<file path="config.mk">
export PLATFORM = sky130hd
export DESIGN_NAME = smaa_ctrl
export DESIGN_NICKNAME = d
export VERILOG_FILES = /design/src/smaa_pkg.sv /design/src/smaa_ctrl.sv
export SDC_FILE = /design/constraint.sdc
export NUM_CORES = 1
export LEC_CHECK = 0
export BUFFER_PORTS_ARGS = -buffer_cell sky130_fd_sc_hd__buf_2
export CORE_MARGIN = 2
export CORE_UTILIZATION = 52
export CTS_BUF_LIST = sky130_fd_sc_hd__clkbuf_2
export DETAILED_ROUTE_END_ITERATION = 7
export PLACE_DENSITY = 0.87
export SETUP_SLACK_MARGIN = 0.05
export SLEW_MARGIN = 10
export SYNTH_ARGS = -nofsm -noshare
export SYNTH_HDL_FRONTEND = slang
export SYNTH_SLANG_ARGS = --single-unit
</file>
<file path="constraint.sdc">
create_clock -name clk -period 4.1 [get_ports clk]
set_input_delay 0.41 -clock clk [delete_from_list [all_inputs] [get_ports clk]]
set_output_delay 0.41 -clock clk [all_outputs]
set_load 0.005 [all_outputs]
</file>
<file path="src/smaa_pkg.sv">
package smaa_pkg;

    // fixed field widths
    localparam int ROW_W  = 10;
    localparam int COL_W  = 10;
    localparam int VAL_W  = 32;
    localparam int IDX_W  = 12;
    localparam int USED_W = 13;
    localparam int RUSE_W = 11;

    // stream packing
    localparam int S_TDATA_W = 56;
    localparam int S_TUSER_W = 2;
    localparam int M_TDATA_W = 64;
    localparam int M_TUSER_W = 4;

    typedef enum logic [1:0] {
        OP_ACCUM  = 2'd0,
        OP_LOOKUP = 2'd1,
        OP_CLEAR  = 2'd2,
        OP_RESET  = 2'd3
    } op_t;

    typedef enum logic [2:0] {
        STAT_ADDED     = 3'd0,
        STAT_APPENDED  = 3'd1,
        STAT_NOT_FOUND = 3'd2,
        STAT_FULL      = 3'd3,
        STAT_DONE      = 3'd4
    } status_t;

    typedef enum logic [2:0] {
        RES_HIT  = 3'd0,
        RES_NEW  = 3'd1,
        RES_MISS = 3'd2,
        RES_FULL = 3'd3,
        RES_DONE = 3'd4
    } res_kind_t;

    typedef enum logic [3:0] {
        S_INIT      = 4'd0,
        S_IDLE      = 4'd1,
        S_START     = 4'd2,
        S_HEAD      = 4'd3,
        S_WALK      = 4'd4,
        S_MISS      = 4'd5,
        S_APPEND    = 4'd6,
        S_LINK      = 4'd7,
        S_RESP      = 4'd8,
        S_CLR_RD    = 4'd9,
        S_CLR_HEAD  = 4'd10,
        S_CLR_WALK  = 4'd11,
        S_RST       = 4'd12
    } state_t;

    // controller to datapath
    typedef struct packed {
        logic      capture;
        logic      head_sel_sweep;
        logic      ent_src_nxt;
        logic      walk_start;
        logic      walk_step;
        logic      acc_write;
        logic      clr_write;
        logic      append;
        logic      link_write;
        logic      sweep_clr;
        logic      sweep_inc;
        logic      head_zero;
        logic      count_clr;
        logic      res_load;
        res_kind_t res_kind;
        logic      out_load;
    } smaa_cmd_t;

    // datapath to controller
    typedef struct packed {
        op_t  op;
        logic row_out;
        logic nrows_zero;
        logic sweep_end_all;
        logic sweep_end_use;
        logic head_valid;
        logic nxt_valid;
        logic col_hit;
        logic store_full;
    } smaa_stat_t;

endpackage

</file>
<file path="src/smaa_ctrl.sv">
module smaa_ctrl
    import smaa_pkg::*;
(
    input  logic       clk,
    input  logic       rst_n,
    input  logic       s_valid,
    output logic       s_ready,
    output logic       m_valid,
    input  logic       m_ready,
    input  smaa_stat_t stat,
    output smaa_cmd_t  cmd
);

    state_t state_reg;
    state_t state_next;
    logic   out_valid_reg;
    logic   out_valid_next;
    logic   out_free;

    assign out_free = !out_valid_reg || m_ready;
    assign m_valid  = out_valid_reg;

    always_ff @(posedge clk or negedge rst_n)
    begin
        if (!rst_n)
        begin
            state_reg     <= S_INIT;
            out_valid_reg <= 1'b0;
        end
        else
        begin
            state_reg     <= state_next;
            out_valid_reg <= out_valid_next;
        end
    end

    always_comb
    begin
        cmd        = '0;
        state_next = state_reg;
        s_ready    = 1'b0;

        unique case (state_reg)
            S_INIT:
            begin
                // zero every row head after reset
                cmd.head_zero = 1'b1;
                cmd.sweep_inc = 1'b1;
                if (stat.sweep_end_all)
                begin
                    state_next = S_IDLE;
                end
            end
            S_IDLE:
            begin
                s_ready     = 1'b1;
                cmd.capture = s_valid;
                if (s_valid)
                begin
                    state_next = S_START;
                end
            end
            S_START:
            begin
                unique case (stat.op)
                    OP_CLEAR:
                    begin
                        cmd.sweep_clr = 1'b1;
                        if (stat.nrows_zero)
                        begin
                            cmd.res_load = 1'b1;
                            cmd.res_kind = RES_DONE;
                            state_next   = S_RESP;
                        end
                        else
                        begin
                            state_next = S_CLR_RD;
                        end
                    end
                    OP_RESET:
                    begin
                        cmd.sweep_clr = 1'b1;
                        cmd.count_clr = 1'b1;
                        if (stat.nrows_zero)
                        begin
                            cmd.res_load = 1'b1;
                            cmd.res_kind = RES_DONE;
                            state_next   = S_RESP;
                        end
                        else
                        begin
                            state_next = S_RST;
                        end
                    end
                    default:
                    begin
                        if (stat.row_out)
                        begin
                            cmd.res_load = 1'b1;
                            cmd.res_kind = RES_MISS;
                            state_next   = S_RESP;
                        end
                        else
                        begin
                            state_next = S_HEAD;
                        end
                    end
                endcase
            end
            S_HEAD:
            begin
                cmd.walk_start = 1'b1;
                state_next     = stat.head_valid ? S_WALK : S_MISS;
            end
            S_WALK:
            begin
                cmd.ent_src_nxt = 1'b1;
                if (stat.col_hit)
                begin
                    cmd.acc_write = stat.op == OP_ACCUM;
                    cmd.res_load  = 1'b1;
                    cmd.res_kind  = RES_HIT;
                    state_next    = S_RESP;
                end
                else
                begin
                    cmd.walk_step = 1'b1;
                    if (!stat.nxt_valid)
                    begin
                        state_next = S_MISS;
                    end
                end
            end
            S_MISS:
            begin
                if (stat.op == OP_LOOKUP)
                begin
                    cmd.res_load = 1'b1;
                    cmd.res_kind = RES_MISS;
                    state_next   = S_RESP;
                end
                else if (stat.store_full)
                begin
                    cmd.res_load = 1'b1;
                    cmd.res_kind = RES_FULL;
                    state_next   = S_RESP;
                end
                else
                begin
                    state_next = S_APPEND;
                end
            end
            S_APPEND:
            begin
                cmd.append   = 1'b1;
                cmd.res_load = 1'b1;
                cmd.res_kind = RES_NEW;
                state_next   = S_LINK;
            end
            S_LINK:
            begin
                cmd.link_write = 1'b1;
                state_next     = S_RESP;
            end
            S_RESP:
            begin
                if (out_free)
                begin
                    cmd.out_load = 1'b1;
                    state_next   = S_IDLE;
                end
            end
            S_CLR_RD:
            begin
                cmd.head_sel_sweep = 1'b1;
                state_next         = S_CLR_HEAD;
            end
            S_CLR_HEAD, S_CLR_WALK:
            begin
                cmd.ent_src_nxt = state_reg == S_CLR_WALK;
                if ((state_reg == S_CLR_HEAD) ? stat.head_valid : stat.nxt_valid)
                begin
                    cmd.clr_write = 1'b1;
                    state_next    = S_CLR_WALK;
                end
                else if (stat.sweep_end_use)
                begin
                    cmd.res_load = 1'b1;
                    cmd.res_kind = RES_DONE;
                    state_next   = S_RESP;
                end
                else
                begin
                    cmd.sweep_inc = 1'b1;
                    state_next    = S_CLR_RD;
                end
            end
            S_RST:
            begin
                cmd.head_zero = 1'b1;
                if (stat.sweep_end_use)
                begin
                    cmd.res_load = 1'b1;
                    cmd.res_kind = RES_DONE;
                    state_next   = S_RESP;
                end
                else
                begin
                    cmd.sweep_inc = 1'b1;
                end
            end
            default:
            begin
                state_next = S_IDLE;
            end
        endcase
    end

    always_comb
    begin
        if (cmd.out_load)
        begin
            out_valid_next = 1'b1;
        end
        else if (m_ready)
        begin
            out_valid_next = 1'b0;
        end
        else
        begin
            out_valid_next = out_valid_reg;
        end
    end

endmodule
</file>
# Word-level counts from Yosys, hierarchy flattened
# Cells that the tools add are included.
# totals
word_cells	81
ff_bits	5
inputBits	14
# op_classes
n_reduce_logical	9
muxes	50
eq_ne	20
# op_table
cell	count
two-way mux 4 bit	18
one-hot mux 4 bit (12 select lines)	1
two-way mux 1 bit	25
one-hot mux 4 bit (6 select lines)	1
equality test 4 bit, second input constant	5
equality test 4 x 3 -> 1 bit, second input constant	4
equality test 4 x 2 -> 1 bit, second input constant	2
!= test 2 bit, second input constant	4
one-hot mux 4 bit (2 select lines)	1
OR reduction 2 bit	3
AND reduction 5 bit	1
equality test 2 bit, second input constant	2
equality test 4 x 1 -> 1 bit, second input constant	1
logical NOT 4 bit	1
two-way mux 3 bit	1
!= test 3 bit, second input constant	1
one-hot mux 1 bit (3 select lines)	1
equality test 2 x 1 -> 1 bit, second input constant	1
logical NOT 2 bit	1
two-way mux 2 bit	1
one-hot mux 1 bit (2 select lines)	1
nonzero test 2 bit	1
logical NOT 1 bit	1
logical OR 1 bit	1

# Longest topological paths before layout
# Gate-level depths: netlist (run 1).
# depth
depth_word	5
depth_mapped	6
mapped_depth_nobuf	5

# Worst setup path after synthesis (run 1)
# OpenSTA, ideal clock, no wires.
# synth_timing
path_kind	reg2out
start	register state_reg[2]
end	output cmd[4] (netlist bit)
path_buffers	1
arrival_ns	1.456
t_required_ns	3.690
setup_slack_ns	2.234
path_stages_with_launch	7
cell_sequence	dfrtp_1 > or2_1 > buf_6 > nor2_2 > and2_1 > a2bb2o_4 > or3_1
# synth_lines
item	line_no	text
start: declaration	smaa_ctrl.sv:14	state_t state_reg;
start signal: assignment	smaa_ctrl.sv:32	state_reg <= state_next;
end: declaration	smaa_ctrl.sv:11	output smaa_cmd_t cmd

==> run summary, run 1 <==
Worst-Margin Slew - 0.713 ns
CP Launch Type - flop
Slew headroom - 51.3%
CP Buf/Inv Count - 1
maximum clock path buffer count - 2
Placed Area - 893 um^2
Mean Syn Cell Area - 7.84 um^2
total track usage - 23.2%
sequential element share of the synthesized area - 16.1%
Area contributors post-synth - dfrtp_1, nand2b_1, nor2_1
CTS clk-pin slew, worst paths - 0.05 ns
Layout Cell Area excl Fill - 923 um^2
post-synth top area share - 16.1%
synth-to-layout area growth - 19.0%
outcome - finished, final reports clean
list of most frequent post-synthesis cells - nor2_1, nand2b_1, a21oi_1
Initial Utilization - 57.5%
IO Count - 34
diodes inserted - 0
hpwl dp - 1530 um
CP endpoint kind - output pin
final setup vio count - 0
Static Leak - 0.000451 uW
CP Data Required Time - 3.69 ns
Post-synth top flop - dfrtp_1
final worst path period share - 63.8%
Post-Synthesis Cells - 99
Distinct cells, synth - 46
slowest CP cell - dfrtp_1
critical path, cell by cell - or2_1 -> nor2_2 -> and2_1 -> a2bb2o_4 -> or3_1 -> buf_2
vias per cell - 5.81
post-route ant nets - 0
max reg flops - 4
TritonRoute pass-1 iters - 4
pwr dens - 547 nW/um^2
drc violations - 0
row count - 13
total CTS buffers - 3
ys async rst share - 100%
initial antenna violation count - 0
number of buffers added on ports - 33
first-pass GRT wire length - 3260 um
Critical Path Stages - 6
Slew Limit Fails - 0
H-tree levels - 1
post-route worst setup slack - 1.49 ns
overall power - 505 uW
Final Hold Vio Count - 0
cell family with most CP delay - simple AND/OR/NAND/NOR gates
CTS tree - yes
chip height - 42.6 um
worst slack, placed - 1.74 ns
post-layout min period - 2.61 ns
DR WL/cell - 13.5 um
maximum vdd drop - 0.397 mV
Nets - 144
Clock Latency Late Sink - 0.22 ns
share of layout cells above drive strength 1 - 35.7%
worst min path class - primary input to asynchronous set/reset pin
synthesized area - 776 um^2
#FFs+latches synth - 5
Mapped Nets - 113
CTS-repair resized insts - 0
fin util - 68.4%
total number of yosys warnings - 0
largest area contributor in the netlist - dfrtp_1
largest net degree at the start of global routing - 19
clk_skew - 0.00209 ns
setup_tns - 0 ns
global route overflow - 0
Arr. time, crit path - 2.20 ns
DRT iter0 DRCs - 16
RSZ-0062 raised after global routing - no
via count - 836
Die X - 42.6 um
vias in the first global route - 746
Core ar. - 1350 um^2
Post-synth EDFFs - 0
CTS root buffer - clkbuf_2
Setup CP Type - flop to output pin
Fmax achieved - 0.383 GHz
r2r setup slk - 1.97 ns
most common cell in the synthesized netlist - nor2_1
gp weighted congestion - 0.866
FF-to-FF path depth - 4
Num Clock Sinks - 5
die area - 1820 um^2
max_cap viols - 0
maximum fanout along the worst path - 18
max incr delay on CP - 0.64 ns
WL final - 1940 um
[path summary, 6_finish.rpt]
path / from / to
max reg2reg: state_reg[0]$_DFFE_PN0P_ / state_reg[0]$_DFFE_PN0P_
max in group asynchronous: rst_n / state_reg[2]$_DFFE_PN0P_
min in group clk: m_ready / m_valid$_DFFE_PN0P_
min reg2reg: m_valid$_DFFE_PN0P_ / m_valid$_DFFE_PN0P_
max: state_reg[2]$_DFFE_PN0P_ / cmd[4]
min: rst_n / state_reg[3]$_DFFE_PN0P_
[layout by cell type (no fill, tap or decap), types with 2 or more instances in the layout]
cell      count
dfrtp_1       5
o21ai_1       2
clkbuf_2      4
nor2b_1       4
o21ai_0       2
or2_1         3
buf_2        33
and2_1        2
nand2_1       4
nand2b_1     10
a21oi_1       6
o22ai_1       3
inv_1         4
nor2_1       14
nor3_1        3
[logic make-up (layout without fill, tap and decap cells)]
family / Yosys count / after routing / share of synthesized area, %
muxes: 1 / 1 / 1.45
and+or+nand+nor: 53 / 53 / 39.2
AOI/OAI and AO/OA: 28 / 28 / 32.7
buffers and inverters: 12 / 42 / 10.5
DFF: 5 / 5 / 16.1
[per-stage QoR]
| step | hold slack, ns | std cells |
|---|---|---|
| 6_report | 0.527 | 144 |
| 5_1_grt | 0.532 | 144 |
| 4_1_cts | 0.510 | 144 |
| 3_5_place_dp | 0.225 | 139 |
| 3_3_place_gp | 0.223 | 139 |
| 2_1_floorplan | 0.114 | 99 |
[cell type report]
type                       count  area [um^2]
multi-input combinational     82          569
fill                         116          427
timing repair buffer          34          175
sequential                     5          125
clock buffer                   4         20.0
tap                           15         18.8
inverter                       4         15.0
[where the power goes]
group / internal [uW] / switching (uW)
combinational: 159 / 169
clock: 25.8 / 20.6
sequential: 67.1 / 63.0
total: 252 / 253
[routing by layer]
| metal | up-vias | global-route usage [%] | share of wire, % |
|---|---|---|---|
| met3 | 3 | 0.862 | 5.3 |
| met4 | 0 | 12.5 | 1.5 |
| met1 | 387 | 30.2 | 43 |
| met5 | - | 0 | 0 |
| met2 | 28 | 38.2 | 50 |
| li1 | 418 | - | - |
[repair_timing]
| action | CTS | global route |
|---|---|---|
| hold buffers | 1 | 0 |
| buffers inserted | 0 | 0 |
| setup endpoints to repair | 0 | 0 |
| endpoints found under the hold margin | 5 | 0 |
Power figures use the tool's default switching activity.
==> run 2, diff against run 1 <==
- CORE_UTILIZATION: 52 -> 48
- PLACE_DENSITY: 0.87 -> 0.81
- clock period: 4.1 -> 2.5 ns (I/O delays scaled with it)
==> run 2 against run 1 <==
Against the previous run:
- sequential cell count stayed put
- sequential power rose by 45%
- largest power group unchanged
- non-clock buffer count rose by 2
- final cell count grew 2.1%
- critical endpoint unchanged
- global-route usage fell by 0.98 points
- critical path depth did not move
- count of clock-buffer cells in the layout unchanged
==> run summary, run 2 (synthesized netlist as in run 1, its figures left out) <==
worst min path class - primary input to asynchronous set/reset pin
CTS root buffer - clkbuf_2
CP Data Required Time - 2.25 ns (-1.44 ns)
pwr dens - 901 nW/um^2 (+65%)
Final Hold Vio Count - 0 (unchanged)
maximum vdd drop - 0.599 mV (+51%)
DRT iter0 DRCs - 16 (unchanged)
Initial Utilization - 51.5% (-6.0 points)
post-CTS setup buffer count - 0 (unchanged)
drc violations - 0 (unchanged)
Flop pwr share - 22.2% (-3.6 points)
outcome - finished, final reports clean
Die X - 44.2 um (+3.7%)
r2r setup slk - 0.50 ns (-1.47 ns)
synth-to-layout area growth - 21.1%
global route overflow - 0 (unchanged)
max_cap viols - 0 (unchanged)
maximum clock path buffer count - 2 (unchanged)
Clock Latency Late Sink - 0.22 ns (about the same)
Fmax achieved - 0.427 GHz
die area - 1950 um^2 (+7.5%)
total CTS buffers - 3 (unchanged)
combinational power share - 68.9% (+3.8 points)
Clock Power Share - 8.9% (-0.3 points)
final setup vio count - 0 (unchanged)
P_int - 427 uW (+69%)
first-pass GRT wire length - 3320 um (+1.7%)
Setup CP Type - flop to output pin
diodes inserted - 0 (unchanged)
clk_skew - 0.00744 ns (+0.00535 ns)
Slew headroom - 61.4% (+10 points)
RSZ-0062 raised after global routing - no
maximum fanout along the worst path - 16 (-2)
chip height - 44.2 um (+3.7%)
hpwl dp - 1560 um (+1.6%)
largest net degree at the start of global routing - 17 (-2)
CTS tree - yes
CTS-repair resized insts - 0 (unchanged)
initial antenna violation count - 0 (unchanged)
Slew Limit Fails - 0 (unchanged)
hold_ws - 0.365 ns (-0.163 ns)
CP endpoint kind - output pin
Nets - 146 (+1.4%)
TritonRoute pass-1 iters - 4 (unchanged)
max reg flops - 4 (unchanged)
vias in the first global route - 755 (+1.2%)
Worst-Margin Slew - 0.564 ns (-0.148 ns)
worst slack, placed - 0.422 ns (-1.32 ns)
total track usage - 22.2% (-0.98 points)
commonest non-fill, non-tap cell in the layout - buf_2
DR WL/cell - 13.7 um (+1.5%)
via count - 852 (+1.9%)
placed insts - 142 (+2.2%)
number of buffers added on ports - 33 (unchanged)
CTS clk-pin slew, worst paths - 0.06 ns (about the same)
non-filler cells, final - 147 (+2.1%)
vias per cell - 5.80 (-0.17%)
setup_tns - 0 ns (unchanged)
Static Leak - 0.000462 uW (+2.4%)
fill count - 138 (+19%)
Num Clock Sinks - 5 (unchanged)
WL final - 2010 um (+3.7%)
post-route worst setup slack - 0.160 ns (-1.33 ns)
FF/Latch Area - 125 um^2 (unchanged)
IO Count - 34 (unchanged)
Arr. time, crit path - 2.09 ns (-0.11 ns)
most frequent cells in the layout - buf_2, nor2_1, nand2b_1
Switching Share - 49.6% (-0.44 points)
post-layout min period - 2.34 ns
overall power - 846 uW (+68%)
CP Launch Type - flop
row count - 14 (+1)
post-route ant nets - 0 (unchanged)
H-tree levels - 1 (unchanged)
final worst path period share - 93.6%
multi-input logic area - 569 um^2 (unchanged)
gp weighted congestion - 0.857 (-1.1%)
switching power - 420 uW (+66%)
Core ar. - 1510 um^2 (+12%)
share of layout cells above drive strength 1 - 36.6% (+0.98 points)
==> run 2: cell count changes in the layout (fill, tap and decap cells not counted) <==
cell / before / now
buf_4: 0 / 2
==> run 2: what timing repair did <==
item,4_1_cts,5_1_grt
endpoints found under the hold margin,5,0
setup endpoints to repair,0,0
hold buffers,1,0
==> run 2: power groups by stage <==
stage | Sequential [uW] | Clock, uW | Combinational (uW)
floorplan | 145 | 0 | 511
detailed placement | 186 | 0 | 581
finish | 188 | 75.5 | 583
global route | 194 | 83.0 | 643
global placement | 181 | 0 | 570
CTS | 185 | 81.3 | 585
==> run 2: worst max-delay path: stages (launching register included) <==
cell and delay (ns):
dfrtp_1 0.68, nand2b_1 0.25, nor2_2 0.08, and2_1 0.19
a2bb2o_4 0.21, or3_1 0.32, buf_2 0.13
==> run 2: final cells by class <==
class	instances	area share, %
tap	16	2.13
multi-input combinational	82	60.6
clock buffer	4	2.13
timing repair buffer	36	20.2
inverter	4	1.60
sequential	5	13.3
==> run 2: routing by layer <==
| layer | wire (um) | share of wire [%] | track usage, % |
|---|---|---|---|
| met1 | 877 | 44 | 30.2 |
| met2 | 1010 | 50 | 37.4 |
| met3 | 124 | 6.2 | 2.86 |
| met4 | 0 | 0 | 5.45 |
| met5 | 0 | 0 | 0 |
==> run 2: worst paths after layout <==
path | startpoint | end | cells after the start
worst min register to register | m_valid$_DFFE_PN0P_ | m_valid$_DFFE_PN0P_ | 2
max in group asynchronous | rst_n | state_reg[2]$_DFFE_PN0P_ | 2
worst min-delay path | rst_n | state_reg[0]$_DFFE_PN0P_ | 2
worst max register to register | state_reg[0]$_DFFE_PN0P_ | state_reg[0]$_DFFE_PN0P_ | 4
worst max-delay path | state_reg[0]$_DFFE_PN0P_ | cmd[4] | 6
min in group clk | m_ready | m_valid$_DFFE_PN0P_ | 3
==> run 2: per-stage QoR <==
| step | area, um^2 | util (%) |
|---|---|---|
| floorplan | 776 | - |
| global placement | 910 | 60.4 |
| detailed placement | 910 | 60.4 |
| CTS | 940 | 62.4 |
| global route | 940 | 62.4 |
| finish | 940 | 62.4 |
